`config.mk`:
```
export PLATFORM = sky130hd
export DESIGN_NAME = unique_key_set_table
export DESIGN_NICKNAME = d
export VERILOG_FILES = /design/src/rtl/usts_pkg.sv /design/src/rtl/usts_ctrl.sv /design/src/rtl/usts_dp.sv /design/src/rtl/unique_key_set_table.sv
export SDC_FILE = /design/constraint.sdc
export NUM_CORES = 1
export LEC_CHECK = 0
export BUFFER_PORTS_ARGS = -buffer_cell sky130_fd_sc_hd__buf_2
export CAP_MARGIN = 15
export CORE_UTILIZATION = 40
export CTS_CLUSTER_SIZE = 8
export DETAILED_ROUTE_END_ITERATION = 8
export PLACE_DENSITY = 0.64
export SETUP_SLACK_MARGIN = 0.3
export SYNTH_ARGS = -nofsm -noshare
export SYNTH_HDL_FRONTEND = slang
export SYNTH_SLANG_ARGS = --single-unit
```
`constraint.sdc`:
```
create_clock -name i_clk -period 13.88 [get_ports i_clk]
set_clock_uncertainty 0.15 [all_clocks]
set_input_delay 2.776 -clock i_clk [delete_from_list [all_inputs] [get_ports i_clk]]
set_output_delay 2.776 -clock i_clk [all_outputs]
set_load 0.1 [all_outputs]
```
`src/rtl/usts_pkg.sv`:
```
package usts_pkg;

    // Table size and the widths that follow from it
    localparam int CAPACITY = 16;
    localparam int IDX_W    = (CAPACITY > 1) ? $clog2(CAPACITY) : 1;
    localparam int CNT_W    = $clog2(CAPACITY + 1);
    localparam int KEY_W    = 32;

    // Operation codes carried on the kind field
    typedef logic [1:0] t_kind;
    localparam t_kind KIND_INSERT = 2'd0;
    localparam t_kind KIND_REMOVE = 2'd1;
    localparam t_kind KIND_LOOKUP = 2'd2;

    // Result status codes
    typedef enum logic [1:0] {
        STAT_OK    = 2'd0,
        STAT_MISS  = 2'd1,
        STAT_LIMIT = 2'd2
    } t_status;

    // Source of the reported position
    typedef enum logic [1:0] {
        POS_ZERO,
        POS_HIT,
        POS_TAIL,
        POS_SLOT
    } t_pos_sel;

    typedef enum logic [1:0] {
        S_IDLE,
        S_SCAN,
        S_APPEND,
        S_MOVE
    } t_state;

    // Controller to datapath
    typedef struct packed {
        logic     load;
        logic     scan;
        logic     fetch;
        logic     append;
        logic     move;
        logic     report;
        t_status  status;
        t_pos_sel pos_sel;
    } t_dp_cmd;

    // Datapath to controller
    typedef struct packed {
        logic full;
        logic empty;
        logic dv;
        logic hit;
        logic last;
    } t_dp_stat;

endpackage

```
`src/rtl/usts_ctrl.sv`:
```
module usts_ctrl (
    input  logic                i_clk,
    input  logic                i_rst_n,
    input  logic                start,
    input  usts_pkg::t_kind     i_kind,
    input  usts_pkg::t_dp_stat  i_stat,
    output usts_pkg::t_dp_cmd   o_cmd,
    output logic                busy
);

    usts_pkg::t_state r_state, n_state;
    usts_pkg::t_kind  r_kind, n_kind;

    always_ff @(posedge i_clk) begin
        if (!i_rst_n) begin
            r_state <= usts_pkg::S_IDLE;
            r_kind  <= usts_pkg::KIND_INSERT;
        end else begin
            r_state <= n_state;
            r_kind  <= n_kind;
        end
    end

    always_comb begin
        n_state       = r_state;
        n_kind        = r_kind;
        o_cmd         = '0;
        o_cmd.status  = usts_pkg::STAT_MISS;
        o_cmd.pos_sel = usts_pkg::POS_ZERO;
        busy          = (r_state != usts_pkg::S_IDLE);

        unique case (r_state)
            usts_pkg::S_IDLE: begin
                if (start) begin
                    n_kind     = i_kind;
                    o_cmd.load = 1'b1;
                    priority if (i_kind == usts_pkg::KIND_INSERT) begin
                        priority if (i_stat.full) begin
                            o_cmd.report = 1'b1;
                            o_cmd.status = usts_pkg::STAT_LIMIT;
                        end else if (i_stat.empty) begin
                            n_state = usts_pkg::S_APPEND;
                        end else begin
                            n_state = usts_pkg::S_SCAN;
                        end
                    end else if (i_kind == usts_pkg::KIND_REMOVE) begin
                        if (i_stat.empty) begin
                            o_cmd.report = 1'b1;
                            o_cmd.status = usts_pkg::STAT_LIMIT;
                        end else begin
                            n_state = usts_pkg::S_SCAN;
                        end
                    end else if (i_kind == usts_pkg::KIND_LOOKUP) begin
                        if (i_stat.empty) begin
                            o_cmd.report = 1'b1;
                        end else begin
                            n_state = usts_pkg::S_SCAN;
                        end
                    end else begin
                        // unused code: no-op, reported as a miss
                        o_cmd.report = 1'b1;
                    end
                end
            end

            usts_pkg::S_SCAN: begin
                priority if (i_stat.dv && i_stat.hit) begin
                    priority if (r_kind == usts_pkg::KIND_REMOVE) begin
                        o_cmd.fetch = 1'b1;
                        n_state     = usts_pkg::S_MOVE;
                    end else begin
                        o_cmd.report  = 1'b1;
                        o_cmd.pos_sel = usts_pkg::POS_HIT;
                        o_cmd.status  = (r_kind == usts_pkg::KIND_INSERT) ?
                                        usts_pkg::STAT_MISS : usts_pkg::STAT_OK;
                        n_state       = usts_pkg::S_IDLE;
                    end
                end else if (i_stat.dv && i_stat.last) begin
                    o_cmd.report = 1'b1;
                    n_state      = usts_pkg::S_IDLE;
                    if (r_kind == usts_pkg::KIND_INSERT) begin
                        o_cmd.append  = 1'b1;
                        o_cmd.status  = usts_pkg::STAT_OK;
                        o_cmd.pos_sel = usts_pkg::POS_TAIL;
                    end
                end else begin
                    o_cmd.scan = 1'b1;
                end
            end

            usts_pkg::S_APPEND: begin
                o_cmd.append  = 1'b1;
                o_cmd.report  = 1'b1;
                o_cmd.status  = usts_pkg::STAT_OK;
                o_cmd.pos_sel = usts_pkg::POS_TAIL;
                n_state       = usts_pkg::S_IDLE;
            end

            usts_pkg::S_MOVE: begin
                o_cmd.move    = 1'b1;
                o_cmd.report  = 1'b1;
                o_cmd.status  = usts_pkg::STAT_OK;
                o_cmd.pos_sel = usts_pkg::POS_SLOT;
                n_state       = usts_pkg::S_IDLE;
            end

            default: begin
                n_state = usts_pkg::S_IDLE;
            end
        endcase
    end

`ifndef SYNTH
    a_report_only_when_free: assert property (@(posedge i_clk) disable iff (!i_rst_n)
        o_cmd.report |-> (r_state != usts_pkg::S_IDLE) || start)
        else $error("report issued from idle without an accepted word");

    a_one_write: assert property (@(posedge i_clk) disable iff (!i_rst_n)
        !(o_cmd.append && o_cmd.move))
        else $error("append and move in the same cycle");

    a_move_after_fetch: assert property (@(posedge i_clk) disable iff (!i_rst_n)
        o_cmd.fetch |=> o_cmd.move)
        else $error("fetch of the tail entry not followed by a move");
`endif

endmodule

```
`src/rtl/usts_dp.sv`:
```
module usts_dp (
    input  logic                                  i_clk,
    input  logic                                  i_rst_n,
    input  usts_pkg::t_dp_cmd                     i_cmd,
    input  logic signed [usts_pkg::KEY_W-1:0]     i_key,
    output usts_pkg::t_dp_stat                    o_stat,
    output logic                                  o_done,
    output logic [1:0]                            o_status,
    output logic [3:0]                            o_position,
    output logic [4:0]                            o_occupancy
);

    logic signed [usts_pkg::KEY_W-1:0] r_mem [usts_pkg::CAPACITY];
    logic signed [usts_pkg::KEY_W-1:0] r_key;
    logic signed [usts_pkg::KEY_W-1:0] r_rdata;
    logic [usts_pkg::CNT_W-1:0]        r_count, n_count;
    logic [usts_pkg::IDX_W-1:0]        r_ptr;
    logic [usts_pkg::IDX_W-1:0]        r_cidx;
    logic [usts_pkg::IDX_W-1:0]        r_slot;
    logic                              r_dv;
    logic                              r_done;
    logic [1:0]                        r_status;
    logic [3:0]                        r_position;
    logic [4:0]                        r_occupancy;

    logic [usts_pkg::IDX_W-1:0]        tail_idx;
    logic [usts_pkg::IDX_W-1:0]        last_idx;
    logic [usts_pkg::IDX_W-1:0]        rd_addr;
    logic [usts_pkg::IDX_W-1:0]        wr_addr;
    logic signed [usts_pkg::KEY_W-1:0] wr_data;
    logic                              wr_en;
    logic [usts_pkg::IDX_W-1:0]        pos_val;

    assign tail_idx = r_count[usts_pkg::IDX_W-1:0];
    assign last_idx = usts_pkg::IDX_W'(r_count - 1'b1);
    assign rd_addr  = i_cmd.fetch ? last_idx : r_ptr;
    assign wr_en    = i_cmd.append || i_cmd.move;
    assign wr_addr  = i_cmd.append ? tail_idx : r_slot;
    assign wr_data  = i_cmd.append ? r_key : r_rdata;

    always_comb begin
        n_count = r_count;
        if (i_cmd.append) begin
            n_count = r_count + 1'b1;
        end else if (i_cmd.move) begin
            n_count = r_count - 1'b1;
        end
    end

    always_comb begin
        unique case (i_cmd.pos_sel)
            usts_pkg::POS_ZERO: pos_val = '0;
            usts_pkg::POS_HIT:  pos_val = r_cidx;
            usts_pkg::POS_TAIL: pos_val = tail_idx;
            usts_pkg::POS_SLOT: pos_val = r_slot;
            default:            pos_val = '0;
        endcase
    end

    assign o_stat.full  = (r_count == usts_pkg::CNT_W'(usts_pkg::CAPACITY));
    assign o_stat.empty = (r_count == '0);
    assign o_stat.dv    = r_dv;
    assign o_stat.hit   = (r_rdata == r_key);
    assign o_stat.last  = (r_cidx == last_idx);

    // key store: one write port, one registered read port
    always_ff @(posedge i_clk) begin
        if (wr_en) begin
            r_mem[wr_addr] <= wr_data;
        end
        r_rdata <= r_mem[rd_addr];
    end

    always_ff @(posedge i_clk) begin
        if (!i_rst_n) begin
            r_count <= '0;
            r_dv    <= 1'b0;
            r_done  <= 1'b0;
        end else begin
            r_count <= n_count;
            r_dv    <= i_cmd.scan;
            r_done  <= i_cmd.report;
        end
    end

    always_ff @(posedge i_clk) begin
        if (i_cmd.load) begin
            r_key <= i_key;
            r_ptr <= '0;
        end else if (i_cmd.scan) begin
            r_ptr <= r_ptr + 1'b1;
        end
        if (i_cmd.scan) begin
            r_cidx <= r_ptr;
        end
        if (r_dv && o_stat.hit) begin
            r_slot <= r_cidx;
        end
        if (i_cmd.report) begin
            r_status    <= i_cmd.status;
            r_position  <= 4'(pos_val);
            r_occupancy <= 5'(n_count);
        end
    end

    assign o_done      = r_done;
    assign o_status    = r_status;
    assign o_position  = r_position;
    assign o_occupancy = r_occupancy;

`ifndef SYNTH
    a_count_bound: assert property (@(posedge i_clk) disable iff (!i_rst_n)
        r_count <= usts_pkg::CNT_W'(usts_pkg::CAPACITY))
        else $error("entry count above capacity");

    a_no_append_full: assert property (@(posedge i_clk) disable iff (!i_rst_n)
        i_cmd.append |-> !o_stat.full)
        else $error("append into a full table");

    a_no_move_empty: assert property (@(posedge i_clk) disable iff (!i_rst_n)
        i_cmd.move |-> !o_stat.empty)
        else $error("move on an empty table");
`endif

endmodule

```
`src/rtl/unique_key_set_table.sv`:
```
// Channel  | Ports                                 | Handshake
// ---------+---------------------------------------+------------------------------------
// command  | i_kind[1:0], i_key[31:0] signed       | taken when start && !busy
// result   | o_status[1:0], o_position[3:0],       | o_done high for exactly one cycle
//          | o_occupancy[4:0]                      |
//
// One word per command. The result word shows up in the first cycle with busy low again.
// Scans read one stored key per cycle through the registered read port, so a lookup,
// an insert or a missed remove holds busy while it walks the occupied entries; a remove
// that hits then moves the tail entry down into the freed slot before it answers.
// Refusals, the unused code and a lookup on an empty table never raise busy.
// Synchronous reset empties the table; the receiver cannot stall.
module unique_key_set_table (
    input  logic               i_clk,
    input  logic               i_rst_n,
    input  logic               start,
    output logic               busy,
    input  logic [1:0]         i_kind,
    input  logic signed [31:0] i_key,
    output logic               o_done,
    output logic [1:0]         o_status,
    output logic [3:0]         o_position,
    output logic [4:0]         o_occupancy
);

    usts_pkg::t_dp_cmd  cmd;
    usts_pkg::t_dp_stat stat;

    // Controller: sequence the scan, append and tail move
    usts_ctrl u_ctrl (
        .i_clk   (i_clk),
        .i_rst_n (i_rst_n),
        .start   (start),
        .i_kind  (i_kind),
        .i_stat  (stat),
        .o_cmd   (cmd),
        .busy    (busy)
    );

    // Datapath: key store, count, scan pointer and result registers
    usts_dp u_dp (
        .i_clk       (i_clk),
        .i_rst_n     (i_rst_n),
        .i_cmd       (cmd),
        .i_key       (i_key),
        .o_stat      (stat),
        .o_done      (o_done),
        .o_status    (o_status),
        .o_position  (o_position),
        .o_occupancy (o_occupancy)
    );

`ifndef SYNTH
    a_done_follows_work: assert property (@(posedge i_clk) disable iff (!i_rst_n)
        o_done |-> ($fell(busy) || $past(start && !busy)))
        else $error("result word without a finished command");

    a_limit_pos_zero: assert property (@(posedge i_clk) disable iff (!i_rst_n)
        (o_done && o_status == usts_pkg::STAT_LIMIT) |-> (o_position == '0))
        else $error("refused command reports a nonzero position");

    a_busy_ends_in_done: assert property (@(posedge i_clk) disable iff (!i_rst_n)
        $fell(busy) |-> o_done)
        else $error("command finished without a result word");
`endif

endmodule

```
Word-level counts from Yosys, hierarchy flattened
Memory sizes are Yosys's and may differ from the RTL's. A register that Yosys moved wholly into a read port is not among the register bits.
Index checks and enable logic that the tools add are counted.
{"block": "word_totals", "reg_bits": 66, "mem_bits_rw": 512, "inputBits": 37, "output_inout_bits": 13, "wordCells": 90, "n_memories": 1}
{"memory": "u_dp.r_mem", "depth": 16, "width": 32, "rd": 1, "rd_clocked_by_memory_dff": 1, "write_ports": 1, "line": "usts_dp.sv:13", "rtl": "logic signed [usts_pkg::KEY_W-1:0] r_mem [usts_pkg::CAPACITY];"}
{"block": "classes", "add_sub_neg": 3, "n_eq_ne": 16, "muxes": 46, "n_reduce_logical": 12}
{"cell": "$eq A32 B32 Y1", "n": 1}
{"cell": "$mux W32", "n": 1}
{"cell": "$mux W5", "n": 5}
{"cell": "$mux W2", "n": 12}
{"cell": "$mux W1", "n": 16}
{"cell": "$pmux W4 S4", "n": 1}
{"cell": "$mux W3", "n": 5}
{"cell": "$pmux W2 S3", "n": 2}
{"cell": "$eq A2 B2 Y1 const B", "n": 5}
{"cell": "$pmux W3 S3", "n": 1}
{"cell": "$eq A2 B1 Y1 const B", "n": 4}
{"cell": "$logic_not A2 Y1", "n": 4}
{"cell": "$mux W4", "n": 2}
{"cell": "$add A5 B1 Y5 const B", "n": 1}
{"cell": "$eq A5 B5 Y1 const B", "n": 1}
{"cell": "$logic_not A5 Y1", "n": 1}
{"cell": "$sub A5 B1 Y5 const B", "n": 1}
{"cell": "$add A4 B1 Y4 const B", "n": 1}
{"cell": "$eq A4 B4 Y1", "n": 1}
{"cell": "$ne A4 B1 Y1 const B", "n": 1}
{"cell": "$reduce_and A4 Y1", "n": 1}
{"cell": "$ne A3 B1 Y1 const B", "n": 1}
{"cell": "$ne A3 B3 Y1 const B", "n": 1}
{"cell": "$logic_and A1 B1 Y1", "n": 2}
{"cell": "other kinds (6)", "n": 6}

Depth between registers and ports, before layout
Gate-level depths: netlist (run 1).
{"block": "logic_depth", "word_depth": 9, "mapped_depth": 14, "mapped_depth_nobuf": 10}

Modules after synthesis
From an unflattened synthesis (run 1), not the netlist that was laid out.
{"block": "unflattened", "hier_cells": 1130, "area_unflattened_um2": 23503.8}
{"module": "usts_dp", "n_inst": 1, "cells_each": 1067, "area_each_um2": 23033.3, "seq_area_each_um2": 17767.0}
{"module": "usts_ctrl", "n_inst": 1, "cells_each": 63, "area_each_um2": 470.5, "seq_area_each_um2": 80.1}

Worst setup path before layout (run 1)
Ideal clock, no wire load.
{"block": "synth_timing", "path_kind": "register to register", "from": "register u_dp.r_count[0] in the netlist's numbering", "to": "memory u_dp.r_mem[2][0] in the netlist's numbering (enable)", "setup_time_ns": 0.511, "arrival_time_ns": 6.095, "required_ns": 13.219, "slack_ns": 7.124, "path_stages_with_launch": 13, "path_buffers": 3, "period_less_slack_ns": 6.756, "cell_sequence": "dfxtp_1 > buf_1 > inv_1 > ha_1 > clkbuf_1 > xnor2_1 > nor2_1 > nand4_1 > nor4b_1 > a21o_1 > nand2_1 > buf_1 > o41ai_1"}
{"block": "synth_via", "elab_chain_len": 9, "word_cells_on_any_way": 10, "cone_classes": "add/sub: 1; eq/ne: 1; mux: 6; reduce/logical: 2"}
{"element": "start: declaration", "line": "usts_dp.sv:16", "rtl": "logic [usts_pkg::CNT_W-1:0] r_count, n_count;"}
{"element": "start signal: assignment", "line": "usts_dp.sv:80", "rtl": "r_count <= n_count;"}
{"element": "$sub A5 B1 Y5"}
{"element": "$eq A4 B4 Y1", "line": "usts_dp.sv:64", "rtl": "assign o_stat.last = (r_cidx == last_idx);"}
{"element": "$logic_and A1 B1 Y1", "line": "usts_ctrl.sv:78", "rtl": "end else if (i_stat.dv && i_stat.last) begin"}
{"element": "$mux W1", "line": "usts_ctrl.sv:78"}
{"element": "$mux W1", "line": "usts_ctrl.sv:67", "rtl": "priority if (i_stat.dv && i_stat.hit) begin"}
{"element": "$pmux W1 S2", "line": "usts_ctrl.sv:32", "rtl": "unique case (r_state)"}
{"element": "$logic_or A1 B1 Y1", "line": "usts_dp.sv:37", "rtl": "assign wr_en = i_cmd.append || i_cmd.move;"}
{"element": "$mux W1", "line": "usts_dp.sv:68", "rtl": "if (wr_en) begin"}
{"element": "$mux W1 (not written as such)", "line": "usts_dp.sv:69", "rtl": "r_mem[wr_addr] <= wr_data;"}
{"element": "end: declaration", "line": "usts_dp.sv:13"}
Several ways; a longest one is shown, not always the timed one.

Final worst setup path (run 1)
{"block": "layout_timing", "from": "register u_dp.r_key[23] in the netlist's numbering", "to": "register u_dp.r_rdata[29] in the netlist's numbering, read port of u_dp.r_mem"}
{"block": "layout_via", "elab_chain_len": 5}
{"element": "start: declaration", "line": "usts_dp.sv:14", "rtl": "logic signed [usts_pkg::KEY_W-1:0] r_key;"}
{"element": "start signal: assignment", "line": "usts_dp.sv:88", "rtl": "r_key <= i_key;"}
{"element": "$eq A32 B32 Y1", "line": "usts_dp.sv:63", "rtl": "assign o_stat.hit = (r_rdata == r_key);"}
{"element": "$logic_and A1 B1 Y1", "line": "usts_ctrl.sv:67"}
{"element": "$mux W1", "line": "usts_ctrl.sv:67"}
{"element": "$mux W2", "line": "usts_ctrl.sv:32"}
{"element": "$mux W4", "line": "usts_dp.sv:36", "rtl": "assign rd_addr = i_cmd.fetch ? last_idx : r_ptr;"}
{"element": "end: declaration", "line": "usts_dp.sv:15", "rtl": "logic signed [usts_pkg::KEY_W-1:0] r_rdata;"}
Every way passes these cells.
A chain may end at the register's enable or synchronous reset.

==> flow_summary.yaml, run 1 <==
floorplan:
  top_level_pins: 50
  floorplan.die_area_um2: 61600
  die_width_um: 248
  num_rows: 89
  floorplan.die.height_um: 248
  fp.coreArea_um2: 59500
  initial_core_util_pct: 40.7
placement:
  place_hpwl_um: 30400
  portBuffers: 49
  placed_cells_incl_taps: 2233
  placedInstanceArea_um2: 25600
  place.gp.congestion: 0.890
timing:
  finalSetupViolations: 0
  maxSlewHeadroom_pct: 25.9
  tns_ns: 0
  fmax_mhz: 187
  slew_viol_final: 0
  final_hold_viol_count: 0
  timing.final.crit_period_ns: 5.35
  fin_hold_ws_ns: 0.402
  worstMarginPinSlew_ns: 1.11
  min_period_over_period_pct: 38.5
  rsz0062_at_grt: "false"
detailed_routing:
  via_per_inst: 5.70
  drcViolationCount: 0
  dr_total_vias: 13600
  detailedRoute.firstPassIterationCount: 5
  final_antenna_net_count: 0
  route.final.wire_length_um: 60900
  post_drt_wl_per_cell_um: 25.5
  dr.first_iter.drc_count: 1338
yosys:
  synth_edf_count: 563
  synth_seq_area_share_pct: 73.7
  syn_area_per_cell_um2: 16.7
  flops_latches_synth: 610
  synth_cells: 1447
  synth_flop_cell: "sky130_fd_sc_hd__edfxtp_1"
  netlist_area_um2: 24200
  yosys_warnings: 0
  asyncSetResetFlopFracSynth_pct: 0
  synthesized_nets: 1494
  synth.distinct_cells: 55
power:
  reported_leakage_power_nw: 10.7
  worst_ir_drop_vdd_v: 0.000134
  power_density_nw_per_um2: 199
cells_and_area:
  instances_no_fill: 2385
  final_layout_size_suffix_gt1_share_pct: 14.9
  layout.nets: 1595
  syn_to_final_growth_pct: 16.1
  layout.cells.most_common: "sky130_fd_sc_hd__edfxtp_1"
  most-common-layout-cells: "sky130_fd_sc_hd__edfxtp_1, sky130_fd_sc_hd__mux2i_1, sky130_fd_sc_hd__o22ai_1, sky130_fd_sc_hd__clkbuf_16, sky130_fd_sc_hd__clkbuf_1"
  fin_util_pct: 47.3
  post-route-cell-area_um2: 28100
  area.sequential_um2: 17800
  multi_input_area_um2: 6180
  layout.filler_cells: 5044
setup_path:
  library_cell_contributing_the_largest_single_delay_on_the_critical_path: "sky130_fd_sc_hd__a2111oi_0"
  cp_max_fo: 131
  slowest_delay_ns: 0.81
  critical_path_arrival_ns: 5.66
  cp_cell_sequence: "nor2b_1 -> a2111oi_0 -> nand4_1 -> nor4_4 -> buf_4 -> mux2i_4 -> buf_12 -> buf_12 -> mux2i_1 -> o22ai_1 -> or4_1"
  cp.required_ns: 14.19
  crit_top_cell: "sky130_fd_sc_hd__buf_12"
  setup.worst_path.class: "reg -> reg"
  worst_setup_path_end_kind: "register"
  timing.critical_path.from_type: "register"
global_routing:
  globalRouteOverflowTotal: 0
  grt_util_all_layers_pct: 19.9
  antenna_found_initial: 0
  grt_pass1_wl_um: 88000
  first_global_vias: 13200
  grt_max_degree: 132
clocking:
  clkSlewWorstSetupHoldPaths_ns: 0.05
  cts_tree: "built"
  clockBufferDepth: 3
  tritoncts_num_sinks: 610
  cts_root_buffer: "sky130_fd_sc_hd__clkbuf_16"
  postCtsHoldBufs: 0
  number_of_post_cts_setup_repair_buffers: 0
  htree_num_levels: 3
  clock_insertion_delay_worst_skew_ns: 0.63
  cts_made_buffers: 86
  cts.repair.resized: 0
hold_path:
  hold_path.class: "reg -> reg"
job:
  cap_violations: 0
outcome:
  outcome: "completed"
[cell usage after synthesis (all sizes together), types with 11 or more instances]
master	instances	share of area, %
xnor2	12	0.43
nor2	23	0.36
nand2b	20	0.52
o22ai	127	3.3
edfxtp	563	70
nand4	11	0.28
or4	33	1.0
buf	37	1.0
nor4	13	0.40
inv	24	0.37
clkbuf	35	0.54
dfxtp	47	3.9
mux2i	261	11
xor2	20	0.72
mux2	32	1.5
nand2	39	0.60
nand3	19	0.39
[final cells by class]
| cell class | count | area share, % |
|---|---|---|
| inverters | 24 | 0.320 |
| clock inverters | 5 | 0.338 |
| diodes | 1 | 0.00890 |
| repair buffers | 85 | 1.92 |
| clock buffers | 146 | 8.53 |
| multi-input cells | 741 | 22.0 |
| flip-flops and latches | 610 | 63.5 |
| well taps | 773 | 3.44 |
[metrics by stage]
stage	power, W	setup WS (ns)
4_1_cts	0.00561	8.63
2_1_floorplan	0.00336	7.12
3_5_place_dp	0.00369	8.66
3_3_place_gp	0.00365	8.69
6_report	0.00558	8.53
5_1_grt	0.00579	8.29
[cells by family (layout without fill, tap and decap cells)]
group,Yosys count,in the layout,share of synthesized area (%)
AO/OA/AOI/OAI,201,201,5.56
XOR/XNOR,33,33,1.25
adder cells (fa/ha/maj),10,10,0.516
buffers and inverters,96,260,1.95
flip-flops,610,610,73.7
multiplexers,293,293,12.3
other,0,1,0
AND/OR/NAND/NOR,204,204,4.78
[registers in the layout, indices dropped and copies added, names as in the netlist, 4 cells and up]
| register | count |
|---|---|
| u_dp.o_occupancy | 5 |
| u_dp.o_position | 4 |
| u_dp.r_cidx | 4 |
| u_dp.r_count | 5 |
| u_dp.r_key | 32 |
| u_dp.r_mem | 512 |
| u_dp.r_ptr | 4 |
| u_dp.r_rdata | 32 |
| u_dp.r_slot | 4 |
[per-layer routing]
| layer | vias up | global-route usage (%) | routed length, um |
|---|---|---|---|
| li1 | 5988 | - | - |
| met1 | 6963 | 28.4 | 26700 |
| met2 | 549 | 31.1 | 28600 |
| met3 | 106 | 3.66 | 4260 |
| met4 | 0 | 5.70 | 1290 |
| met5 | - | 0 | 0 |
[critical path, delay by kind of cell, from the launching register on]
kind                   cells  cell delay, ns
multiplexers               2            0.58
flip-flops                 1            0.42
buffers and inverters      3            1.63
AO/OA/AOI/OAI              2            0.92
AND/OR/NAND/NOR            4            1.19
[report_power, final]
group | internal [W] | leakage, nW | switching [W]
clock network | 0.00117 | 1.18 | 0.000753
logic | 0.000422 | 4.06 | 0.000828
registers | 0.00233 | 5.48 | 0.0000784
[final timing paths]
| path | slack [ns] | end | depth (start not counted) | from |
|---|---|---|---|---|
| setup reg to reg | 8.53 | u_dp.r_rdata[29] | 11 | u_dp.r_key[23] |
| setup / recovery | 8.53 | u_dp.r_rdata[29] | 11 | u_dp.r_key[23] |
| hold / removal | 0.40 | u_dp.r_slot[0] | 0 | u_dp.r_cidx[0] |
| hold reg to reg | 0.40 | u_dp.r_slot[0] | 0 | u_dp.r_cidx[0] |
No activity file was read; power rests on OpenSTA's default activity.
==> inputs of run 2 (changes only) <==
Clock period 13.88 ns to 5.5 ns, I/O delays scaled along.
==> run 2 against run 1 <==
Against the previous run: non-clock buffer count increased by 10; cell count unchanged; register-to-register slack got worse by 7.6 ns; count of clock-buffer cells in the layout decreased by 11; combinational power increased to 2.5 times the previous value; sequential share of layout area decreased by 0.64 points; maximum frequency increased by 18%; total power increased to 2.5 times the previous value; sequential power increased to 2.5 times the previous value; highest routed layer unchanged.
==> flow_summary.yaml, run 2 (synthesis gave the netlist of run 1 again) <==
outcome:
  outcome: "completed"
global_routing:
  grt_max_degree: 85
  grt_util_all_layers_pct: 19.9
  antenna_found_initial: 0
  grt_pass1_wl_um: 88000
  first_global_vias: 13300
  globalRouteOverflowTotal: 0
setup_path:
  worst_setup_path_end_kind: "register"
  cp_cell_sequence: "xnor2_1 -> nand4_1 -> or4_1 -> nor4_4 -> buf_4 -> mux2i_4 -> buf_12 -> mux2i_1 -> o22ai_1 -> or4_1"
  timing.critical_path.max_delay_family: "simple AND/OR/NAND/NOR gates"
  cp.required_ns: 5.86
  worst-path-buf-inv: 2
  critical_path_arrival_ns: 4.88
  slowest_delay_ns: 0.55
  worst_reg_to_reg_path_cell_count: 10
  crit_path_start: "u_dp.r_key[5]"
  library_cell_contributing_the_largest_single_delay_on_the_critical_path: "sky130_fd_sc_hd__or4_1"
  crit_top_cell: "sky130_fd_sc_hd__or4_1"
  timing.critical_path.depth: 10
  r2r-start: "u_dp.r_key[5]"
  timing.critical_path.from_type: "register"
  setup.worst_path.class: "reg -> reg"
  cp_max_fo: 84
floorplan:
  fp.coreArea_um2: 59500
  floorplan.die.height_um: 248
  num_rows: 89
  floorplan.die_area_um2: 61600
  die_width_um: 248
  top_level_pins: 50
  initial_core_util_pct: 40.7
placement:
  place.gp.congestion: 0.873
  place_hpwl_um: 31400
  detailedPlace.worstSlack_ns: 1.07
  portBuffers: 49
  placed_cells_incl_taps: 2242
hold_path:
  hold_path.class: "reg -> reg"
  holdCritStartpoint: "u_dp.r_cidx[0]"
  holdPathStages: 0
cells_and_area:
  most-common-layout-cells: "sky130_fd_sc_hd__edfxtp_1, sky130_fd_sc_hd__mux2i_1, sky130_fd_sc_hd__o22ai_1, sky130_fd_sc_hd__clkbuf_16, sky130_fd_sc_hd__buf_2"
  area.sequential_um2: 17800
  antenna_cells: 0
  instances_no_fill: 2385
  layout.filler_cells: 5014
  flip_flop_count_of_the_largest_register_after_layout: 512
  syn_to_final_growth_pct: 17.3
  multi_input_area_um2: 6250
  final_layout_size_suffix_gt1_share_pct: 15.6
  layout.cells.most_common: "sky130_fd_sc_hd__edfxtp_1"
  largest_registers: "u_dp.r_mem (512), u_dp.r_key (32), u_dp.r_rdata (32)"
  largest_register: "u_dp.r_mem"
  layout.nets: 1605
power:
  reported_leakage_power_nw: 10.8
  worst_ir_drop_vdd_v: 0.000288
  power_density_nw_per_um2: 499
detailed_routing:
  dr.first_iter.drc_count: 1488
  final_antenna_net_count: 0
  route.final.wire_length_um: 61400
  post_drt_wl_per_cell_um: 25.7
  dr_total_vias: 13600
  drcViolationCount: 0
  via_per_inst: 5.70
  detailedRoute.firstPassIterationCount: 5
timing:
  min_period_over_period_pct: 82.2
  slew_viol_final: 0
  maxSlewHeadroom_pct: 23.8
  timing.final.crit_period_ns: 4.52
  fin_ws_ns: 0.980
  final_hold_viol_count: 0
  worstMarginPinSlew_ns: 1.14
  fmax_mhz: 221
  rsz0062_at_grt: "false"
  finalSetupViolations: 0
clocking:
  cts_tree: "built"
  postCtsHoldBufs: 0
  cts_made_buffers: 86
  clock_insertion_delay_worst_skew_ns: 0.63
  number_of_post_cts_setup_repair_buffers: 0
  htree_num_levels: 3
  tritoncts_num_sinks: 610
  clockBufferDepth: 3
  clkSlewWorstSetupHoldPaths_ns: 0.05
  cts.repair.resized: 0
  cts_root_buffer: "sky130_fd_sc_hd__clkbuf_16"
job:
  cap_violations: 0
run 2: cell count changes in the layout (fill, tap and decap cells not counted), sizes merged:
cell / delta
diode: -1
buf: +10
inv: +1
clkbuf: -11
bufinv: +1
run 2: layer usage:
| metal | wire [um] | up-vias | part of all wire [%] | track usage (%) |
|---|---|---|---|---|
| met2 | 29100 | 536 | 47 | 31.8 |
| met1 | 26600 | 6926 | 43 | 27.4 |
| li1 | - | 6002 | - | - |
| met4 | 1630 | 0 | 2.7 | 6.96 |
| met5 | 0 | - | 0 | 0 |
| met3 | 4020 | 124 | 6.5 | 3.70 |
run 2: report_power, final:
group / leakage (nW) / switching (W) / internal, W / total [W]
registers: 5.48 / 0.000215 / 0.00589 / 0.00610
logic: 4.14 / 0.00211 / 0.00108 / 0.00318
clock network: 1.20 / 0.00192 / 0.00297 / 0.00489
run 2: layout make-up:
cell class	count	area share, %
flip-flops and latches	610	62.8
multi-input cells	741	22.0
inverters	24	0.317
repair buffers	95	2.61
clock inverters	7	0.555
clock buffers	135	8.30
well taps	773	3.40
run 2: path summary, 6_finish.rpt:
kind / to / slack (ns)
hold reg to reg: u_dp.r_slot[0] / 0.39
hold / removal: u_dp.r_slot[0] / 0.39
setup reg to reg: u_dp.r_rdata[22] / 0.98
setup / recovery: u_dp.r_rdata[22] / 0.98
run 2: metrics by stage:
| stage | utilization (%) | hold WS [ns] | cell area, um^2 | total power [W] | TNS (ns) |
|---|---|---|---|---|---|
| floorplan | - | 0.256 | 24300 | 0.00849 | -84.61 |
| global placement | 43.5 | 0.377 | 25900 | 0.00926 | 0 |
| detailed placement | 43.5 | 0.367 | 25900 | 0.00933 | 0 |
| CTS | 47.8 | 0.393 | 28400 | 0.0142 | 0 |
| global route | 47.8 | 0.405 | 28400 | 0.0147 | 0 |
| finish | 47.8 | 0.394 | 28400 | 0.0142 | 0 |
